## src/hw/rtl/rpm_pkg.sv

```systemverilog
// Shared types, constants and microcode for the point motion step unit.
package rpm_pkg;

    localparam int CFG_IDX_W  = 3;
    localparam int CFG_DATA_W = 31;
    localparam int ELAST_BITS = 16;

    localparam logic [CFG_IDX_W-1:0] CFG_INV_MASS  = 3'd0;
    localparam logic [CFG_IDX_W-1:0] CFG_ELAST     = 3'd1;
    localparam logic [CFG_IDX_W-1:0] CFG_FRICTION  = 3'd2;
    localparam logic [CFG_IDX_W-1:0] CFG_MAX_SPEED = 3'd3;
    localparam logic [CFG_IDX_W-1:0] CFG_ZERO_TH   = 3'd4;

    localparam logic [2:0] FN_PLACE  = 3'd0;
    localparam logic [2:0] FN_PUSH   = 3'd1;
    localparam logic [2:0] FN_COAST  = 3'd2;
    localparam logic [2:0] FN_BNC_H  = 3'd3;
    localparam logic [2:0] FN_BNC_V  = 3'd4;
    localparam logic [2:0] FN_STOP   = 3'd5;

    localparam logic signed [63:0] CORDIC_GAIN = 64'sd652032874;
    localparam logic signed [33:0] HALF_Q      = 34'sd2147483648;
    localparam logic signed [33:0] QUARTER_Q   = 34'sd1073741824;
    localparam logic signed [63:0] NORM_LIMIT  = 64'sd70368744177664; // 2^46

    localparam int PC_W = 7;

    typedef struct packed {
        logic [2:0]         func;
        logic [15:0]        angle_in;
        logic signed [31:0] magnitude;
        logic [19:0]        delta_time;
        logic signed [31:0] offset;
        logic signed [31:0] start_x;
        logic signed [31:0] start_y;
    } t_in_word;

    typedef struct packed {
        logic signed [31:0] pos_x;
        logic signed [31:0] pos_y;
        logic signed [31:0] vel_x;
        logic signed [31:0] vel_y;
        logic [15:0]        heading;
    } t_out_word;

    typedef enum logic [5:0] {
        U_NOP, U_PLACE, U_LOAD_PUSH, U_STOP, U_SINCOS, U_ATAN, U_SQRT, U_DIV_X, U_DIV_Y,
        U_M_C_IMP, U_M_S_IMP, U_M_T0_INVM, U_M_T1_INVM, U_M_T0_DT, U_M_T1_DT,
        U_M_VX_DT, U_M_VY_DT, U_M_VX_VX, U_M_VY_VY, U_M_VX_LIM, U_M_VY_LIM,
        U_M_FRIC_DT, U_M_VX_FAC, U_M_VY_FAC, U_M_VX_NEL, U_M_VY_NEL, U_M_C_OFF, U_M_S_OFF,
        U_W_T0_30, U_W_T1_30, U_W_T0_F, U_W_T1_F, U_W_VX_ADD, U_W_VY_ADD,
        U_W_PX_ADD, U_W_PY_ADD, U_W_SQ0, U_W_SQ1, U_W_FACT, U_W_VX_F, U_W_VY_F,
        U_W_VX_E, U_W_VY_E, U_W_PX_30, U_W_PY_30, U_LIMCHK, U_HNEG, U_HREFL, U_SNAP
    } t_uop;

    typedef struct packed {
        t_uop op;
        logic last;
    } t_uinst;

    typedef struct packed {
        t_uop op;
        logic go;
        logic load_in;
        logic load_out;
    } t_cmd;

    function automatic logic [29:0] atan_q32(input logic [4:0] idx);
        logic [29:0] v;
        case (idx)
            5'd0:  v = 30'd536870912;
            5'd1:  v = 30'd316933406;
            5'd2:  v = 30'd167458907;
            5'd3:  v = 30'd85004756;
            5'd4:  v = 30'd42667331;
            5'd5:  v = 30'd21354465;
            5'd6:  v = 30'd10679838;
            5'd7:  v = 30'd5340245;
            5'd8:  v = 30'd2670163;
            5'd9:  v = 30'd1335087;
            5'd10: v = 30'd667544;
            5'd11: v = 30'd333772;
            5'd12: v = 30'd166886;
            5'd13: v = 30'd83443;
            5'd14: v = 30'd41722;
            5'd15: v = 30'd20861;
            5'd16: v = 30'd10430;
            5'd17: v = 30'd5215;
            5'd18: v = 30'd2608;
            5'd19: v = 30'd1304;
            5'd20: v = 30'd652;
            5'd21: v = 30'd326;
            5'd22: v = 30'd163;
            5'd23: v = 30'd81;
            default: v = 30'd0;
        endcase
        return v;
    endfunction

    // semi-implicit Euler: velocity first, then position from the new velocity
    function automatic t_uop euler_op(input logic [4:0] k);
        t_uop op;
        case (k)
            5'd0:  op = U_SINCOS;
            5'd1:  op = U_M_C_IMP;
            5'd2:  op = U_W_T0_30;
            5'd3:  op = U_M_S_IMP;
            5'd4:  op = U_W_T1_30;
            5'd5:  op = U_M_T0_INVM;
            5'd6:  op = U_W_T0_F;
            5'd7:  op = U_M_T1_INVM;
            5'd8:  op = U_W_T1_F;
            5'd9:  op = U_M_T0_DT;
            5'd10: op = U_W_VX_ADD;
            5'd11: op = U_M_T1_DT;
            5'd12: op = U_W_VY_ADD;
            5'd13: op = U_M_VX_DT;
            5'd14: op = U_W_PX_ADD;
            5'd15: op = U_M_VY_DT;
            5'd16: op = U_W_PY_ADD;
            default: op = U_NOP;
        endcase
        return op;
    endfunction

    function automatic t_uinst uc_rom(input logic [PC_W-1:0] pc);
        t_uinst u;
        u.op   = U_NOP;
        u.last = 1'b0;
        if (pc >= 7'd4 && pc <= 7'd20) begin
            u.op = euler_op(5'(pc - 7'd4));
        end else if (pc >= 7'd22 && pc <= 7'd38) begin
            u.op = euler_op(5'(pc - 7'd22));
        end else begin
            case (pc)
                7'd0:  begin u.op = U_PLACE;     u.last = 1'b1; end
                7'd1:  begin u.op = U_STOP;      u.last = 1'b1; end
                7'd2:  begin u.op = U_NOP;       u.last = 1'b1; end
                7'd3:  u.op = U_LOAD_PUSH;
                7'd21: begin u.op = U_SNAP;      u.last = 1'b1; end
                7'd39: u.op = U_M_VX_VX;
                7'd40: u.op = U_W_SQ0;
                7'd41: u.op = U_M_VY_VY;
                7'd42: u.op = U_W_SQ1;
                7'd43: u.op = U_SQRT;
                7'd44: u.op = U_LIMCHK;
                7'd45: u.op = U_M_VX_LIM;
                7'd46: u.op = U_DIV_X;
                7'd47: u.op = U_M_VY_LIM;
                7'd48: u.op = U_DIV_Y;
                7'd49: u.op = U_ATAN;
                7'd50: u.op = U_M_FRIC_DT;
                7'd51: u.op = U_W_FACT;
                7'd52: u.op = U_M_VX_FAC;
                7'd53: u.op = U_W_VX_F;
                7'd54: u.op = U_M_VY_FAC;
                7'd55: u.op = U_W_VY_F;
                7'd56: begin u.op = U_SNAP;      u.last = 1'b1; end
                7'd57: u.op = U_M_VY_NEL;
                7'd58: u.op = U_W_VY_E;
                7'd59: u.op = U_HNEG;
                7'd60: u.op = U_SINCOS;
                7'd61: u.op = U_M_S_OFF;
                7'd62: begin u.op = U_W_PY_30;   u.last = 1'b1; end
                7'd63: u.op = U_M_VX_NEL;
                7'd64: u.op = U_W_VX_E;
                7'd65: u.op = U_HREFL;
                7'd66: u.op = U_SINCOS;
                7'd67: u.op = U_M_C_OFF;
                7'd68: begin u.op = U_W_PX_30;   u.last = 1'b1; end
                default: begin u.op = U_NOP;     u.last = 1'b1; end
            endcase
        end
        return u;
    endfunction

    function automatic logic [PC_W-1:0] uc_start(input logic [2:0] func);
        logic [PC_W-1:0] pc;
        case (func)
            FN_PLACE: pc = 7'd0;
            FN_STOP:  pc = 7'd1;
            FN_PUSH:  pc = 7'd3;
            FN_COAST: pc = 7'd22;
            FN_BNC_H: pc = 7'd57;
            FN_BNC_V: pc = 7'd63;
            default:  pc = 7'd2;
        endcase
        return pc;
    endfunction

    function automatic logic is_long(input t_uop op);
        logic l;
        case (op)
            U_SINCOS, U_ATAN, U_SQRT, U_DIV_X, U_DIV_Y: l = 1'b1;
            default: l = 1'b0;
        endcase
        return l;
    endfunction

endpackage

```

## src/hw/rtl/rpm_ctrl.sv

```systemverilog
// Controller: microcode sequencer and handshake for both channels.
module rpm_ctrl (
    input  logic                 i_clk,
    input  logic                 i_rst_n,
    input  logic                 i_in_valid,
    input  logic [2:0]           i_func,
    output logic                 o_in_stall,
    output logic                 o_out_valid,
    input  logic                 i_out_stall,
    output rpm_pkg::t_cmd        o_cmd,
    input  logic                 i_unit_done
);
    import rpm_pkg::*;

    typedef enum logic [3:0] {
        S_IDLE = 4'b0001,
        S_EXEC = 4'b0010,
        S_WAIT = 4'b0100,
        S_DONE = 4'b1000
    } t_state;

    t_state          r_state, n_state;
    logic [PC_W-1:0] r_pc, n_pc;
    logic            r_out_valid, n_out_valid;
    t_uinst          uinst;
    logic            accept, load_out;

    always_comb begin
        uinst    = uc_rom(r_pc);
        accept   = (r_state == S_IDLE) && i_in_valid;
        load_out = (r_state == S_DONE) && (!r_out_valid || !i_out_stall);

        n_state = r_state;
        n_pc    = r_pc;
        case (r_state)
            S_IDLE: begin
                if (i_in_valid) begin
                    n_pc    = uc_start(i_func);
                    n_state = S_EXEC;
                end
            end
            S_EXEC: begin
                if (is_long(uinst.op)) begin
                    n_state = S_WAIT;
                end else if (uinst.last) begin
                    n_state = S_DONE;
                end else begin
                    n_pc = r_pc + 1'b1;
                end
            end
            S_WAIT: begin
                if (i_unit_done) begin
                    if (uinst.last) begin
                        n_state = S_DONE;
                    end else begin
                        n_pc    = r_pc + 1'b1;
                        n_state = S_EXEC;
                    end
                end
            end
            S_DONE: begin
                if (load_out) n_state = S_IDLE;
            end
            default: n_state = S_IDLE;
        endcase

        if (load_out) begin
            n_out_valid = 1'b1;
        end else if (!i_out_stall) begin
            n_out_valid = 1'b0;
        end else begin
            n_out_valid = r_out_valid;
        end

        o_cmd.op       = uinst.op;
        o_cmd.go       = (r_state == S_EXEC);
        o_cmd.load_in  = accept;
        o_cmd.load_out = load_out;
    end

    always_ff @(posedge i_clk) begin
        if (!i_rst_n) begin
            r_state     <= S_IDLE;
            r_pc        <= '0;
            r_out_valid <= 1'b0;
        end else begin
            r_state     <= n_state;
            r_pc        <= n_pc;
            r_out_valid <= n_out_valid;
        end
    end

    assign o_in_stall  = (r_state != S_IDLE);
    assign o_out_valid = r_out_valid;

endmodule

```

## config.mk

```make
export PLATFORM = sky130hd
export DESIGN_NAME = rpm_ctrl
export DESIGN_NICKNAME = d
export VERILOG_FILES = /design/src/hw/rtl/rpm_pkg.sv /design/src/hw/rtl/rpm_ctrl.sv
export SDC_FILE = /design/constraint.sdc
export NUM_CORES = 1
export LEC_CHECK = 0
export ABC_AREA = 1
export BUFFER_PORTS_ARGS = -buffer_cell sky130_fd_sc_hd__buf_4
export CAP_MARGIN = 20
export CORE_AREA = 2 2 63 65
export DETAILED_ROUTE_END_ITERATION = 7
export DIE_AREA = 0 0 65 67
export PLACE_DENSITY = 0.91
export SETUP_SLACK_MARGIN = 0.1
export SLEW_MARGIN = 5
export SYNTH_ARGS = -nofsm -noshare
export SYNTH_HDL_FRONTEND = slang
export SYNTH_SLANG_ARGS = --single-unit
```

## constraint.sdc

```tcl
create_clock -name i_clk -period 3 [get_ports i_clk]
set_clock_uncertainty 0.2 [all_clocks]
set_input_delay 0.6 -clock i_clk [delete_from_list [all_inputs] [get_ports i_clk]]
set_output_delay 0.6 -clock i_clk [all_outputs]
set_load 0.05 [all_outputs]
```

==> results by stage <==
Run status:
- The flow ran to the end, and the final reports show no timing, DRC or antenna violations.

Clock tree:
- After clock tree synthesis, the clock-pin slew on the worst setup and hold paths is 0.06 ns.
- The buffer levels on the longest clock path is 2.
- For the worst-skew pair, the clock arrives at the later sink with an insertion delay of 0.25 ns.
- The number of buffers added by the clock tree synthesis step is 3.
- The number of buffers inserted for hold repair after clock tree synthesis is 0.
- CTS placed an instance of sky130_fd_sc_hd__clkbuf_8 at the clock tree root.
- The count of clock tree sinks is 12.
- TritonCTS built the clock tree.
- CTS built an H-tree with a depth of 1.

Synth:
- Counting every net in the synthesized netlist gives 440.
- The number of different library cells used by synthesis comes to 30.
- The cell count after synthesis is 417.
- The proportion of synthesized chip area in sequential cells is 0.110.
- The number of enable-type register cells in the synthesized netlist is 0.
- Yosys printed 0 warnings.
- In this run, synthesis produced a sequential element count of 12.
- The main flop type after synthesis is sky130_fd_sc_hd__dfxtp_1.
- The average cell area after synthesis is 5.23 um^2.
- Summing every instance area after synthesis gives 0.00218 mm^2.
- The async set-reset flop share out of synthesis is 0.

Job:
- Max-cap violations in this run came to 0.

Cells and area:
- The count of antenna diodes in the layout is 0.
- The final-stage net count is 469.
- The library cell used most frequently in the layout, excluding fill and tap cells, is sky130_fd_sc_hd__nand2_1.
- In the layout the commonest cells are 128 x sky130_fd_sc_hd__nand2_1, 54 x sky130_fd_sc_hd__nor2_1, 48 x sky130_fd_sc_hd__inv_1.
- The finished cells cover 0.00277 mm^2.
- Compared with the post-synthesis result, the final layout area differs by 26.7%.
- At the end of the flow the core is filled with cells to 0.767.
- In the final layout, the share of cells above drive strength 1 is 0.238.

Timing:
- The final number of max-transition violations came to 0.
- Setup repair after global routing could not meet its margin everywhere.
- The final number of setup-violating endpoints is 0.
- The worst-case setup margin in the final layout is 0.0792 ns.
- The final hold slack is 0.317 ns.
- Of the available clock period, the critical path in the final layout requires 0.974.
- The shortest period the worst path allows is 2.92 ns.
- The count of endpoints failing hold in the final timing report was 0.
- The achievable clock frequency is 342 MHz.
- The remaining max-slew budget at the tightest pin is 0.740.
- The summed negative setup slack over all endpoints is 0 ns.
- At the pin with the least slew margin, the transition time is 0.387 ns.

Placed design:
- The minimum setup slack after placement is 0.118 ns.
- Detailed placement ended at an HPWL of 5090 um.
- The cell area after placement is 0.00238 mm^2.
- The congestion estimate from routability-driven global placement came to 1.09.
- The number of buffer cells added on primary ports is 18.

Floorplanning:
- The placeable core region is 0.00361 mm^2.
- The area of the die is 0.00436 mm^2.
- For this configuration, the core starts out at a cell density of 0.605.
- The floorplan die height is 67 um.
- The initialized floorplan defines 22 standard-cell rows.
- The number of top-level design ports is 19.
- The overall die width is 65 um.

Global route:
- The global router's overall resource usage is 0.323.
- The first global-routing pass estimated 11300 um of wire.
- For this run, global-route usage on met2 was measured as 0.582.
- For met3 alone, demand over resource in global routing was 0.0321.
- The number of global-route vias before repair is 2568.
- The met1 usage is 0.392.
- The maximum number of pins on one net before global-route repair is 16.
- The number of antenna violations at the first check in global routing is 0.
- In this run the most used layer during global routing was met2.
- Summed over all layers, the global routing overflow is 0.

Setup path:
- The cell with the largest stage delay on the worst path is sky130_fd_sc_hd__dfxtp_4.
- The biggest cell delay along the critical path is 0.41 ns.
- The worst path arrival time is 2.12 ns.
- The critical path required time is 2.20 ns.
- The worst setup path is launched from a register.
- The most used cell along the critical path is sky130_fd_sc_hd__inv_1.
- The critical path capture point type is a primary output.
- The signal on the critical path passes through inv_4 > ha_4 > inv_1 > nor2_2 > inv_1 > nor2_2 > nor2_1 > o31ai_1 > nand2_1 > inv_1 > buf_6.
- Along the worst path, the maximum fanout reaches 9.
- The critical path start-end classification is register to primary output.

Drt:
- The average wire per cell in the routed design is 14.7 um.
- The routed design has 7260 um of wire.
- The routed layout has 2944 vias.
- In the routed design, unresolved DRC markers number 0.
- The via count normalized by instance count is 5.97.
- The detailed router finished its first iteration with 504 violations.
- The count of nets left with antenna violations after detail routing is 0.
- For this run, the detailed router's first-pass iteration total came to 7.

Pwr:
- The maximum vdd drop is 0.674 mV.
- For this design the static power due to leakage is 1.54 nW.
- The areal power density over the cells is 1180 mW/mm^2.

Worst hold path:
- The class of the most critical hold timing path is register to register.
[final timing paths]
path                     from          end  slack [ns]  cells after the start
setup / recovery      r_pc[3]     o_cmd[8]        0.08                     11
hold / removal    o_out_valid  o_out_valid        0.32                      2
setup reg to reg      r_pc[2]      r_pc[6]        0.28                     16
hold reg to reg   o_out_valid  o_out_valid        0.32                      2
[per-layer routing]
layer	share of wire	vias to the layer above
li1	-	1377
met1	0.39	1302
met2	0.48	219
met3	0.097	46
met4	0.042	0
met5	0	-
[state kept, by name (all words and copies together) (netlist names)]
signal,count
r_pc,7
o_out_valid,1
r_state,4
[logic make-up (layout without fill, tap and decap cells)]
kind of cell             after synthesis  in the layout  synth area share
adder cells (fa/ha/maj)               15             15            0.0860
flip-flops                            12             12             0.110
AND/OR/NAND/NOR                      260            260             0.511
buffers and inverters                 69             97             0.139
XOR/XNOR                               1              1           0.00401
AO/OA/AOI/OAI                         60             60             0.149
[power breakdown]
group	total [mW]	internal, mW	switching, mW
registers	0.304	0.222	0.0815
clock network	0.180	0.116	0.0637
logic	2.78	0.927	1.85
total	3.26	1.27	2.00
[final cells by class]
cell class / count / area (um^2)
Multi-Input combinational cell: 336 / 1860
Timing Repair Buffer: 35 / 299
Tap cell: 48 / 60.1
Sequential cell: 12 / 258
Clock buffer: 4 / 55.1
Fill cell: 266 / 841
Inverter: 58 / 230
[worst max-delay path, delay by kind of cell (launching register included)]
kind            cells  cell delay [ns]
compound gates      1             0.08
buf+inv             5             0.53
fa+ha+maj           1             0.31
simple gates        4             0.54
flops               1             0.41
[Yosys cell counts, types with 4 or more instances]
cell type / n / area share
sky130_fd_sc_hd__ha_1: 15 / 0.086
sky130_fd_sc_hd__nor2_1: 58 / 0.10
sky130_fd_sc_hd__inv_2: 4 / 0.0069
sky130_fd_sc_hd__dfxtp_1: 12 / 0.11
sky130_fd_sc_hd__o21ai_1: 4 / 0.0092
sky130_fd_sc_hd__inv_1: 53 / 0.091
sky130_fd_sc_hd__nor3_1: 6 / 0.014
sky130_fd_sc_hd__a21oi_1: 20 / 0.046
sky130_fd_sc_hd__buf_4: 4 / 0.014
sky130_fd_sc_hd__nand4_1: 4 / 0.011
sky130_fd_sc_hd__nand3_1: 38 / 0.087
sky130_fd_sc_hd__o21bai_1: 5 / 0.017
sky130_fd_sc_hd__nand2_1: 137 / 0.24
sky130_fd_sc_hd__o21ai_0: 26 / 0.060
[stage by stage]
stage          std cells  power, mW
2_1_floorplan        417       2.05
3_3_place_gp         482       2.54
3_5_place_dp         482       2.59
4_1_cts              487       2.85
5_1_grt              493       3.48
6_report             493       3.26
[repair_timing]
| item | 4_1_cts | 5_1_grt |
|---|---|---|
| pin swaps | 1 | 8 |
| resized for setup | 17 | 65 |
| setup buffers | 1 | 6 |
| setup endpoints to repair | 7 | 13 |
No activity file was read; power rests on OpenSTA's default activity.
